==> config.mk <==
export PLATFORM = sky130hd
export DESIGN_NAME = vertical_gradient_tint_blend
export DESIGN_NICKNAME = d
export VERILOG_FILES = /design/src/design/vgtb_pkg.sv /design/src/design/vgtb_factor.sv /design/src/design/vgtb_front.sv /design/src/design/vgtb_queue.sv /design/src/design/vgtb_back.sv /design/src/design/vertical_gradient_tint_blend.sv
export SDC_FILE = /design/constraint.sdc
export NUM_CORES = 2
export LEC_CHECK = 0
export ABC_CLOCK_PERIOD_IN_PS = 11400
export BUFFER_PORTS_ARGS = -buffer_cell sky130_fd_sc_hd__buf_2
export CORE_ASPECT_RATIO = 1.25
export CORE_MARGIN = 3
export CORE_UTILIZATION = 35
export CTS_BUF_LIST = sky130_fd_sc_hd__clkbuf_8
export DETAILED_ROUTE_END_ITERATION = 6
export GPL_TIMING_DRIVEN = 0
export PLACE_DENSITY_LB_ADDON = 0.12
export SLEW_MARGIN = 10
export SYNTH_ARGS = -nofsm -noshare
export SYNTH_HDL_FRONTEND = slang
export SYNTH_SLANG_ARGS = --single-unit
==> constraint.sdc <==
create_clock -name clk -period 11.4 [get_ports clk]
set_input_delay 0.57 -clock clk [delete_from_list [all_inputs] [get_ports clk]]
set_output_delay 0.57 -clock clk [all_outputs]
set_load 0.01 [all_outputs]
==> src/design/vgtb_pkg.sv <==
package vgtb_pkg;

  // Field and register widths; the dimension widths follow from the largest dimension.
  localparam int unsigned MAX_DIM   = 4096;
  localparam int unsigned DIM_W     = $clog2(MAX_DIM) + 1;
  localparam int unsigned CNT_W     = $clog2(MAX_DIM);
  localparam int unsigned HALF_W    = $clog2(MAX_DIM);
  localparam int unsigned CHAN_W    = 8;
  localparam int unsigned FAC_W     = 17;
  localparam int unsigned FRAC_BITS = 16;
  localparam int unsigned CFG_IDX_W = 3;

  // Quotient bits produced by the factor divider, one per cycle.
  localparam int unsigned DIV_STEPS = 17;

  // Configuration register indexes.
  localparam logic [CFG_IDX_W-1:0] REG_IMAGE_WIDTH  = 3'd0;
  localparam logic [CFG_IDX_W-1:0] REG_IMAGE_HEIGHT = 3'd1;
  localparam logic [CFG_IDX_W-1:0] REG_TINT_RED     = 3'd2;
  localparam logic [CFG_IDX_W-1:0] REG_TINT_GREEN   = 3'd3;
  localparam logic [CFG_IDX_W-1:0] REG_TINT_BLUE    = 3'd4;
  localparam logic [CFG_IDX_W-1:0] REG_TINT_ALPHA   = 3'd5;

  // One RGBA pixel or color.
  typedef struct packed {
    logic [CHAN_W-1:0] red;
    logic [CHAN_W-1:0] green;
    logic [CHAN_W-1:0] blue;
    logic [CHAN_W-1:0] alpha;
  } pixel_t;

  // A classified pixel waiting in the queue for the blend stage.
  typedef struct packed {
    pixel_t           px;
    logic [FAC_W-1:0] factor;
    logic             eoi;
  } qent_t;

  // Request to the row factor unit.
  typedef struct packed {
    logic             start;
    logic [CNT_W-1:0] row;
    logic [DIM_W-1:0] height;
  } fac_req_t;

  // Status of the row factor unit.
  typedef struct packed {
    logic             busy;
    logic [FAC_W-1:0] factor;
  } fac_rsp_t;

  // A dimension of zero acts as one; anything above the maximum saturates.
  function automatic logic [DIM_W-1:0] clamp_dim(input logic [DIM_W-1:0] v);
    logic [DIM_W-1:0] r;
    if (v == '0) begin
      r = DIM_W'(1);
    end else if (v > DIM_W'(MAX_DIM)) begin
      r = DIM_W'(MAX_DIM);
    end else begin
      r = v;
    end
    return r;
  endfunction

  // (1 - f) * pixel + f * tint with f in 16 fraction bits, truncated to a byte.
  function automatic logic [CHAN_W-1:0] blend(input logic [CHAN_W-1:0] p,
                                              input logic [CHAN_W-1:0] t,
                                              input logic [FAC_W-1:0]  f);
    logic [FAC_W-1:0]         inv;
    logic [FAC_W+CHAN_W:0]    acc;
    inv = FAC_W'((FAC_W+1)'(1) << FRAC_BITS) - f;
    acc = (FAC_W+CHAN_W+1)'(inv * p) + (FAC_W+CHAN_W+1)'(f * t);
    return acc[FRAC_BITS +: CHAN_W];
  endfunction

endpackage

==> src/design/vgtb_factor.sv <==
module vgtb_factor (
  input  logic               clk,
  input  logic               rst_n,
  input  vgtb_pkg::fac_req_t req,
  output vgtb_pkg::fac_rsp_t rsp
);

  typedef enum logic [3:0] {
    FAC_IDLE   = 4'b0001,
    FAC_SQUARE = 4'b0010,
    FAC_SCALE  = 4'b0100,
    FAC_DIVIDE = 4'b1000
  } fac_state_t;

  localparam int unsigned SQ_W  = 2 * vgtb_pkg::HALF_W - 1;
  localparam int unsigned DEN_W = SQ_W + 3;
  localparam int unsigned NUM_W = SQ_W + 2;
  localparam int unsigned STEP_W = $clog2(vgtb_pkg::DIV_STEPS);

  fac_state_t                      state_r, state_nxt;
  logic [vgtb_pkg::HALF_W-1:0]     dist_r, dist_nxt;
  logic [vgtb_pkg::HALF_W-1:0]     half_r, half_nxt;
  logic [SQ_W-1:0]                 dd_r, dd_nxt;
  logic [SQ_W-1:0]                 hh_r, hh_nxt;
  logic [DEN_W-1:0]                den_r, den_nxt;
  logic [DEN_W-1:0]                rem_r, rem_nxt;
  logic [vgtb_pkg::DIV_STEPS-1:0]  sh_r, sh_nxt;
  logic [vgtb_pkg::FAC_W-1:0]      quo_r, quo_nxt;
  logic [STEP_W-1:0]               step_r, step_nxt;
  logic [vgtb_pkg::FAC_W-1:0]      factor_r, factor_nxt;

  logic [vgtb_pkg::HALF_W-1:0]     half_in;
  logic [vgtb_pkg::HALF_W:0]       row_ext;
  logic [NUM_W-1:0]                num3;
  logic [DEN_W:0]                  trial;
  logic                            fits;

  assign rsp.busy   = (state_r != FAC_IDLE);
  assign rsp.factor = factor_r;

  // Sequencer: distance, squares, scaling, then one quotient bit per cycle.
  always_comb begin
    state_nxt  = state_r;
    dist_nxt   = dist_r;
    half_nxt   = half_r;
    dd_nxt     = dd_r;
    hh_nxt     = hh_r;
    den_nxt    = den_r;
    rem_nxt    = rem_r;
    sh_nxt     = sh_r;
    quo_nxt    = quo_r;
    step_nxt   = step_r;
    factor_nxt = factor_r;

    half_in = req.height[vgtb_pkg::DIM_W-1:1];
    row_ext = {1'b0, req.row};
    num3    = NUM_W'(dd_r) + NUM_W'({dd_r, 1'b0});
    trial   = {rem_r, sh_r[vgtb_pkg::DIV_STEPS-1]};
    fits    = (trial >= {1'b0, den_r});

    case (state_r)
      FAC_IDLE: begin
      end
      FAC_SQUARE: begin
        dd_nxt    = SQ_W'(dist_r * dist_r);
        hh_nxt    = SQ_W'(half_r * half_r);
        state_nxt = FAC_SCALE;
      end
      FAC_SCALE: begin
        // Dividend is 3*d*d shifted up by the fraction bits; the quotient fits 17 bits.
        den_nxt   = DEN_W'(hh_r) + DEN_W'({hh_r, 2'b00});
        rem_nxt   = DEN_W'(num3[NUM_W-1:1]);
        sh_nxt    = {num3[0], {(vgtb_pkg::DIV_STEPS-1){1'b0}}};
        quo_nxt   = '0;
        step_nxt  = '0;
        state_nxt = FAC_DIVIDE;
      end
      FAC_DIVIDE: begin
        rem_nxt  = fits ? DEN_W'(trial - {1'b0, den_r}) : trial[DEN_W-1:0];
        quo_nxt  = {quo_r[vgtb_pkg::FAC_W-2:0], fits};
        sh_nxt   = {sh_r[vgtb_pkg::DIV_STEPS-2:0], 1'b0};
        step_nxt = step_r + STEP_W'(1);
        if (step_r == STEP_W'(vgtb_pkg::DIV_STEPS - 1)) begin
          factor_nxt = {quo_r[vgtb_pkg::FAC_W-2:0], fits};
          state_nxt  = FAC_IDLE;
        end
      end
      default: begin
        state_nxt = FAC_IDLE;
      end
    endcase

    // A new request always overrides a computation in flight.
    if (req.start) begin
      half_nxt = half_in;
      if ({1'b0, half_in} >= row_ext) begin
        dist_nxt = half_in - req.row;
      end else begin
        dist_nxt = req.row - half_in;
      end
      if (req.height < vgtb_pkg::DIM_W'(2)) begin
        // Too short for a gradient: the factor is zero.
        factor_nxt = '0;
        state_nxt  = FAC_IDLE;
      end else begin
        state_nxt = FAC_SQUARE;
      end
    end
  end

  always_ff @(posedge clk) begin
    if (!rst_n) begin
      state_r  <= FAC_IDLE;
      factor_r <= '0;
    end else begin
      state_r  <= state_nxt;
      factor_r <= factor_nxt;
    end
  end

  // Datapath registers.
  always_ff @(posedge clk) begin
    dist_r <= dist_nxt;
    half_r <= half_nxt;
    dd_r   <= dd_nxt;
    hh_r   <= hh_nxt;
    den_r  <= den_nxt;
    rem_r  <= rem_nxt;
    sh_r   <= sh_nxt;
    quo_r  <= quo_nxt;
    step_r <= step_nxt;
  end

endmodule

==> src/design/vgtb_front.sv <==
module vgtb_front (
  input  logic                               clk,
  input  logic                               rst_n,
  input  logic                               cfg_we,
  input  logic [vgtb_pkg::CFG_IDX_W-1:0]     cfg_index,
  input  logic [vgtb_pkg::DIM_W-1:0]         cfg_data,
  input  logic                               in_valid,
  output logic                               in_ready,
  input  vgtb_pkg::pixel_t                   in_px,
  input  vgtb_pkg::fac_rsp_t                 fac_rsp,
  output vgtb_pkg::fac_req_t                 fac_req,
  input  logic                               q_full,
  output logic                               q_push,
  output vgtb_pkg::qent_t                    q_data,
  output vgtb_pkg::pixel_t                   tint
);

  logic [vgtb_pkg::DIM_W-1:0] width_r, width_nxt;
  logic [vgtb_pkg::DIM_W-1:0] height_r, height_nxt;
  vgtb_pkg::pixel_t           tint_r, tint_nxt;
  logic [vgtb_pkg::CNT_W-1:0] col_r, col_nxt;
  logic [vgtb_pkg::CNT_W-1:0] row_r, row_nxt;

  logic accept;
  logic last_col;
  logic last_row;

  assign in_ready = !fac_rsp.busy && !q_full;
  assign accept   = in_valid && in_ready;
  assign last_col = (({1'b0, col_r} + vgtb_pkg::DIM_W'(1)) >= width_r);
  assign last_row = (({1'b0, row_r} + vgtb_pkg::DIM_W'(1)) >= height_r);
  assign tint     = tint_r;

  // Tag each beat with its row factor and the end of image mark.
  assign q_push        = accept;
  assign q_data.px     = in_px;
  assign q_data.factor = fac_rsp.factor;
  assign q_data.eoi    = last_col && last_row;

  // Raster counters, configuration writes and factor requests.
  always_comb begin
    width_nxt      = width_r;
    height_nxt     = height_r;
    tint_nxt       = tint_r;
    col_nxt        = col_r;
    row_nxt        = row_r;
    fac_req.start  = 1'b0;
    fac_req.row    = '0;
    fac_req.height = height_r;

    if (accept) begin
      if (!last_col) begin
        col_nxt = col_r + vgtb_pkg::CNT_W'(1);
      end else begin
        col_nxt       = '0;
        row_nxt       = last_row ? '0 : row_r + vgtb_pkg::CNT_W'(1);
        fac_req.start = 1'b1;
        fac_req.row   = row_nxt;
      end
    end

    if (cfg_we) begin
      case (cfg_index)
        vgtb_pkg::REG_IMAGE_WIDTH: begin
          width_nxt     = vgtb_pkg::clamp_dim(cfg_data);
          col_nxt       = '0;
          row_nxt       = '0;
          fac_req.start = 1'b1;
          fac_req.row   = '0;
        end
        vgtb_pkg::REG_IMAGE_HEIGHT: begin
          height_nxt     = vgtb_pkg::clamp_dim(cfg_data);
          col_nxt        = '0;
          row_nxt        = '0;
          fac_req.start  = 1'b1;
          fac_req.row    = '0;
          fac_req.height = height_nxt;
        end
        vgtb_pkg::REG_TINT_RED:   tint_nxt.red   = cfg_data[vgtb_pkg::CHAN_W-1:0];
        vgtb_pkg::REG_TINT_GREEN: tint_nxt.green = cfg_data[vgtb_pkg::CHAN_W-1:0];
        vgtb_pkg::REG_TINT_BLUE:  tint_nxt.blue  = cfg_data[vgtb_pkg::CHAN_W-1:0];
        vgtb_pkg::REG_TINT_ALPHA: tint_nxt.alpha = cfg_data[vgtb_pkg::CHAN_W-1:0];
        default: begin
        end
      endcase
    end
  end

  always_ff @(posedge clk) begin
    if (!rst_n) begin
      width_r  <= vgtb_pkg::DIM_W'(1);
      height_r <= vgtb_pkg::DIM_W'(1);
      tint_r   <= '0;
      col_r    <= '0;
      row_r    <= '0;
    end else begin
      width_r  <= width_nxt;
      height_r <= height_nxt;
      tint_r   <= tint_nxt;
      col_r    <= col_nxt;
      row_r    <= row_nxt;
    end
  end

endmodule

==> src/design/vgtb_queue.sv <==
module vgtb_queue (
  input  logic            clk,
  input  logic            rst_n,
  input  logic            push,
  input  vgtb_pkg::qent_t push_data,
  output logic            full,
  input  logic            pop,
  output logic            empty,
  output vgtb_pkg::qent_t head
);

  // Two-entry queue between the classifier and the blend stage.
  vgtb_pkg::qent_t mem_r [2];
  logic            wr_ptr_r, rd_ptr_r;
  logic [1:0]      count_r;

  assign full  = (count_r == 2'd2);
  assign empty = (count_r == 2'd0);
  assign head  = mem_r[rd_ptr_r];

  always_ff @(posedge clk) begin
    if (!rst_n) begin
      wr_ptr_r <= 1'b0;
      rd_ptr_r <= 1'b0;
      count_r  <= 2'd0;
    end else begin
      if (push) begin
        wr_ptr_r <= !wr_ptr_r;
      end
      if (pop) begin
        rd_ptr_r <= !rd_ptr_r;
      end
      count_r <= count_r + {1'b0, push} - {1'b0, pop};
    end
  end

  always_ff @(posedge clk) begin
    if (push) begin
      mem_r[wr_ptr_r] <= push_data;
    end
  end

endmodule

==> src/design/vgtb_back.sv <==
module vgtb_back (
  input  logic             clk,
  input  logic             rst_n,
  input  logic             q_empty,
  input  vgtb_pkg::qent_t  q_head,
  output logic             q_pop,
  input  vgtb_pkg::pixel_t tint,
  output logic             out_valid,
  input  logic             out_ready,
  output vgtb_pkg::pixel_t out_px,
  output logic             out_eoi
);

  logic             valid_r;
  vgtb_pkg::pixel_t px_r, px_nxt;
  logic             eoi_r;

  // Take the queue head whenever the output register is free or drains.
  assign q_pop     = !q_empty && (!valid_r || out_ready);
  assign out_valid = valid_r;
  assign out_px    = px_r;
  assign out_eoi   = eoi_r;

  // Per-channel lerp toward the tint color.
  always_comb begin
    px_nxt.red   = vgtb_pkg::blend(q_head.px.red,   tint.red,   q_head.factor);
    px_nxt.green = vgtb_pkg::blend(q_head.px.green, tint.green, q_head.factor);
    px_nxt.blue  = vgtb_pkg::blend(q_head.px.blue,  tint.blue,  q_head.factor);
    px_nxt.alpha = vgtb_pkg::blend(q_head.px.alpha, tint.alpha, q_head.factor);
  end

  always_ff @(posedge clk) begin
    if (!rst_n) begin
      valid_r <= 1'b0;
    end else if (q_pop) begin
      valid_r <= 1'b1;
    end else if (out_ready) begin
      valid_r <= 1'b0;
    end
  end

  always_ff @(posedge clk) begin
    if (q_pop) begin
      px_r  <= px_nxt;
      eoi_r <= q_head.eoi;
    end
  end

endmodule

==> src/design/vertical_gradient_tint_blend.sv <==
// Vertical gradient tint blend.
// Pixels of an image enter in raster order on the in_ channel (valid/ready,
// one RGBA beat per pixel) and leave blended on the out_ channel, one beat
// per pixel, with out_end_of_image high on the last pixel of the image.
// Each row is blended toward the tint color by 0.6 * (|row - H/2| / (H/2))^2.
// Configuration is a plain write port: cfg_we, cfg_index, cfg_data. Writing
// the width or height restarts the image at row zero.
// An accepted input beat passes through the queue and then the output register.
// Within a row one pixel is taken per cycle while the queue is not full.
// After the last pixel of every row, and after a width or height write, the row
// factor divider runs (two setup steps, then 17 quotient bits) and in_ready is
// low while it runs. A height below two needs no division and keeps it idle.
// The divider is the one unit that sets this per-row cost.
// Reset (rst_n low, synchronous) sets width and height to 1, tint to zero,
// clears the counters and empties the pipeline.
// When the receiver stalls, a two-beat queue and the output register absorb
// the traffic and in_ready drops once they are full; nothing is lost.
module vertical_gradient_tint_blend (
  input  logic                           clk,
  input  logic                           rst_n,
  input  logic                           cfg_we,
  input  logic [vgtb_pkg::CFG_IDX_W-1:0] cfg_index,
  input  logic [vgtb_pkg::DIM_W-1:0]     cfg_data,
  input  logic                           in_valid,
  output logic                           in_ready,
  input  logic [vgtb_pkg::CHAN_W-1:0]    in_red,
  input  logic [vgtb_pkg::CHAN_W-1:0]    in_green,
  input  logic [vgtb_pkg::CHAN_W-1:0]    in_blue,
  input  logic [vgtb_pkg::CHAN_W-1:0]    in_alpha,
  output logic                           out_valid,
  input  logic                           out_ready,
  output logic [vgtb_pkg::CHAN_W-1:0]    out_red,
  output logic [vgtb_pkg::CHAN_W-1:0]    out_green,
  output logic [vgtb_pkg::CHAN_W-1:0]    out_blue,
  output logic [vgtb_pkg::CHAN_W-1:0]    out_alpha,
  output logic                           out_end_of_image
);

  vgtb_pkg::pixel_t   in_px;
  vgtb_pkg::pixel_t   out_px;
  vgtb_pkg::pixel_t   tint;
  vgtb_pkg::fac_req_t fac_req;
  vgtb_pkg::fac_rsp_t fac_rsp;
  vgtb_pkg::qent_t    q_data;
  vgtb_pkg::qent_t    q_head;
  logic               q_push;
  logic               q_pop;
  logic               q_full;
  logic               q_empty;

  assign in_px.red   = in_red;
  assign in_px.green = in_green;
  assign in_px.blue  = in_blue;
  assign in_px.alpha = in_alpha;

  assign out_red   = out_px.red;
  assign out_green = out_px.green;
  assign out_blue  = out_px.blue;
  assign out_alpha = out_px.alpha;

  // Classifier: counters, configuration and factor requests.
  vgtb_front u_front (
    .clk       (clk),
    .rst_n     (rst_n),
    .cfg_we    (cfg_we),
    .cfg_index (cfg_index),
    .cfg_data  (cfg_data),
    .in_valid  (in_valid),
    .in_ready  (in_ready),
    .in_px     (in_px),
    .fac_rsp   (fac_rsp),
    .fac_req   (fac_req),
    .q_full    (q_full),
    .q_push    (q_push),
    .q_data    (q_data),
    .tint      (tint)
  );

  // Row factor divider.
  vgtb_factor u_factor (
    .clk   (clk),
    .rst_n (rst_n),
    .req   (fac_req),
    .rsp   (fac_rsp)
  );

  // Queue between classifier and blend stage.
  vgtb_queue u_queue (
    .clk       (clk),
    .rst_n     (rst_n),
    .push      (q_push),
    .push_data (q_data),
    .full      (q_full),
    .pop       (q_pop),
    .empty     (q_empty),
    .head      (q_head)
  );

  // Blend stage with output register.
  vgtb_back u_back (
    .clk       (clk),
    .rst_n     (rst_n),
    .q_empty   (q_empty),
    .q_head    (q_head),
    .q_pop     (q_pop),
    .tint      (tint),
    .out_valid (out_valid),
    .out_ready (out_ready),
    .out_px    (out_px),
    .out_eoi   (out_end_of_image)
  );

endmodule

==> key figures <==
Synthesis
  • Ys Warns: 0
  • Seq cells post-synth: ~380
  • Mapped Area: approximately 59,000 sq um
  • Synth async-reset ratio: 0%
  • Syn nets: around 7,900
  • Post-Syn Instances: between 6,000 and 7,000
  • Post-synth EDFFs: about 270
  • Register area share after synthesis: 17.6%
  • Post-synth cell types: between 70 and 80
  • Main synth FF type: edfxtp_1
  • Mean Syn Cell Area: 9.44 sq um

Critical path
  • CP arrival: about 11 ns
  • Startpoint type of the worst setup path: register
  • Slowest stage cell, crit path: clkbuf_1
  • Worst Path Class, Setup: reg -> reg
  • Crit path largest cell delay: 0.88 ns
  • CP Max Fanout: 10
  • R2R cell count: 29
  • Required time worst endpoint: 11.99 ns
  • Critical Path Most Common Cell: fa_1
  • Worst setup EP type: register

Cells and area
  • Nets@finish: 8,074
  • P&R area growth vs syn: 9.59%
  • Commonest non-fill, non-tap cells in the layout: inv_1 (1,315), fa_1 (1,031), nand2_1 (740), ha_1 (504), and2_1 (431)
  • Layout cell share with drive strength beyond 1: under 10%
  • Finished Core Util: around two fifths
  • Layout Cells excl Fill: slightly below 9,000
  • Leading cell type in the layout, fill and taps excluded: inv_1

Clocking
  • Reg clk slew, reported paths: around 0.06 ns
  • Root Buffer: clkbuf_8
  • H-tree depth: 3
  • CTS tree: built
  • CTS Buf Count: 80
  • CTS Buffer Depth: 3
  • CTS sink cnt: between 300 and 400
  • Clock latency on the worst-skew pair: 0.81 ns

Place
  • Placed cells: 8,583
  • DP HPWL: between 150,000 and 200,000 microns
  • GPL Wtd Cong: between 0.9 and 1
  • Port Buf Inserts: 86

Routing
  • Wirelength per Cell: 22.0 microns
  • DR vias: roughly 43,000
  • Vias/cell: 4.89
  • Drc violations: 0
  • DRT antenna net count: 0
  • Drt total wl: 193,000 microns
  • First-iteration detailed-routing DRC count: ~2,300
  • Drt first pass iters: 5

STA
  • Final Skew: around 0.045 ns
  • Setup Viol. Count Final: 0
  • Slew Viols, Final: 0
  • Fin. Hold Viols: 0
  • Actual slew at the worst max-slew pin: around 1.3 ns
  • Tmin final: about 11 ns
  • Fmax: a little over 90 MHz
  • RSZ-0062 raised after global routing: no
  • Rel. slew slack: between 10% and 20%
  • Crit share post-route: ~94%

Floorplanning
  • I/O Pins: between 80 and 90
  • Rows: around 170
  • Core area: around 170,000 sq um
  • Die Wd: 374 microns
  • Initial cell density of the core: about a third
  • Die area: ~170,000 sq um
  • Die Span Y: roughly 470 microns

Hold path
  • Min-Delay Path Class: in -> reg
  • Hold Path Depth: 3

Global routing
  • First-pass GRT wire length: 294,000 microns
  • Initial antenna violation count: 17
  • Total Routing Usage GR: 22.7%
  • Overflow after GRT: 0
  • Vias in the first global route: 46,700
  • Pin count of the biggest net entering global routing: between 40 and 50

Run status
  • Status: completed

Flow run
  • Max cap viols: 0
repair_timing:
item	4_1_cts	5_1_grt
hold buffers	32	0
setup endpoints to repair	17	7
setup buffers	0	0
endpoints found under the hold margin	64	0
resized for setup	4	11
per-stage QoR:
step	cell area, sq um	worst slack (ns)	TNS, ns	hold slack [ns]
after detailed placement	62700	-0.696	-6.26	0.439
after global routing	64800	0.211	0	0.143
after CTS	64700	0.0641	0	0.0857
after global placement	62300	-1.13	-13.26	0.432
after floorplan	59100	2.85	0	0.425
final	64800	0.646	0	0.182
layout make-up:
cell class | count | area (sq um)
fill | 17200 | 103000
clock buffer | 86 | 1180
timing repair buffer | 142 | 1030
sequential | 383 | 10400
inverter | 1293 | 4850
tap | 2210 | 2770
buffer | 254 | 1040
multi-input combinational | 4332 | 43000
antenna | 11 | 27.5
clock inverter | 61 | 483
registers in the layout (all words and copies together), names as in the netlist, 13 cells and up, named ones only:
register	count
u_factor.factor_r	17
u_queue.mem_r	100
u_factor.den_r	25
u_factor.dd_r	22
u_factor.rem_r	26
u_factor.quo_r	16
u_factor.hh_r	22
u_back.out_px	32
u_front.tint	32
u_front.height_r	13
u_front.width_r	13
metal layers:
metal / global-route usage, % / vias to the layer above / part of all wire (%)
li1: - / 19800 / -
met1: 27.5 / 21800 / 40
met2: 40.2 / 1028 / 50
met3: 3.30 / 279 / 5.3
met4: 9.50 / 0 / 4.4
met5: 0 / - / 0
synthesized netlist by cell type, types with 6 or more instances:
| master | n | area (sq um) |
|---|---|---|
| a211o_1 | 9 | 78.8 |
| nand4_1 | 16 | 100 |
| mux2i_1 | 64 | 641 |
| nor2b_1 | 92 | 576 |
| and3_1 | 35 | 219 |
| nand2_1 | 740 | 2780 |
| nor3_1 | 39 | 195 |
| dfxtp_1 | 109 | 2180 |
| nand3b_1 | 12 | 90.1 |
| nand3_1 | 64 | 320 |
| nor2_1 | 354 | 1330 |
| xnor2_1 | 151 | 1320 |
| fa_1 | 1031 | 20600 |
| a2bb2oi_1 | 7 | 61.3 |
| o211ai_1 | 12 | 90.1 |
| a21oi_1 | 171 | 856 |
| a31oi_1 | 30 | 188 |
| o21ai_1 | 6 | 30.0 |
| o21a_1 | 31 | 233 |
| or3_1 | 16 | 100 |
| nand4b_1 | 6 | 52.6 |
| or2_2 | 25 | 156 |
| a31o_2 | 6 | 52.6 |
| inv_1 | 1293 | 4850 |
| edfxtp_1 | 274 | 8230 |
| and2_1 | 431 | 2700 |
| buf_1 | 15 | 56.3 |
| o21bai_1 | 14 | 105 |
| a211oi_1 | 23 | 173 |
| a2111oi_0 | 8 | 70.1 |
| mux2_2 | 45 | 507 |
| clkbuf_1 | 218 | 818 |
| buf_2 | 14 | 70.1 |
| a21o_1 | 45 | 338 |
| o31ai_1 | 12 | 90.1 |
| ha_1 | 504 | 6310 |
| nand2b_1 | 55 | 344 |
| xor2_1 | 69 | 604 |
| a21boi_0 | 31 | 233 |
| o21ai_0 | 84 | 420 |
| nor4_1 | 16 | 100 |
cell families after synthesis:
logic type	Yosys count	share of synthesized area [%]
other cells	1	0.00635
xor+xnor	221	3.29
simple gates	1924	15.7
flops	383	17.6
compound gates	539	5.87
mux	112	2.01
fa+ha+maj	1535	45.6
buf+inv	1548	9.94
final timing paths:
check / to / startpoint / slack, ns
setup / recovery: u_back.out_px[30]$_DFFE_PP_ / register / 0.65
hold reg to reg: u_queue.mem_r[0][17]$_DFFE_PP_ / u_factor.factor_r[16]$_SDFF_PN0_ / 0.44
hold / removal: u_factor.state_r[1]$_SDFFE_PN0P_ / rst_n / 0.18
setup reg to reg: u_back.out_px[30]$_DFFE_PP_ / register / 0.65
critical path: cells and delay by family (launching register included):
kind / cells / cell delay (ns)
simple gates: 9 / 2.56
xor+xnor: 2 / 0.78
compound gates: 4 / 1.50
mux: 1 / 0.55
fa+ha+maj: 7 / 3.38
flops: 1 / 0.32
buf+inv: 6 / 1.44
Power is left out: the tool's default activity adds up to more than one toggle a clock period on the data nets, which glitch-free logic cannot reach.
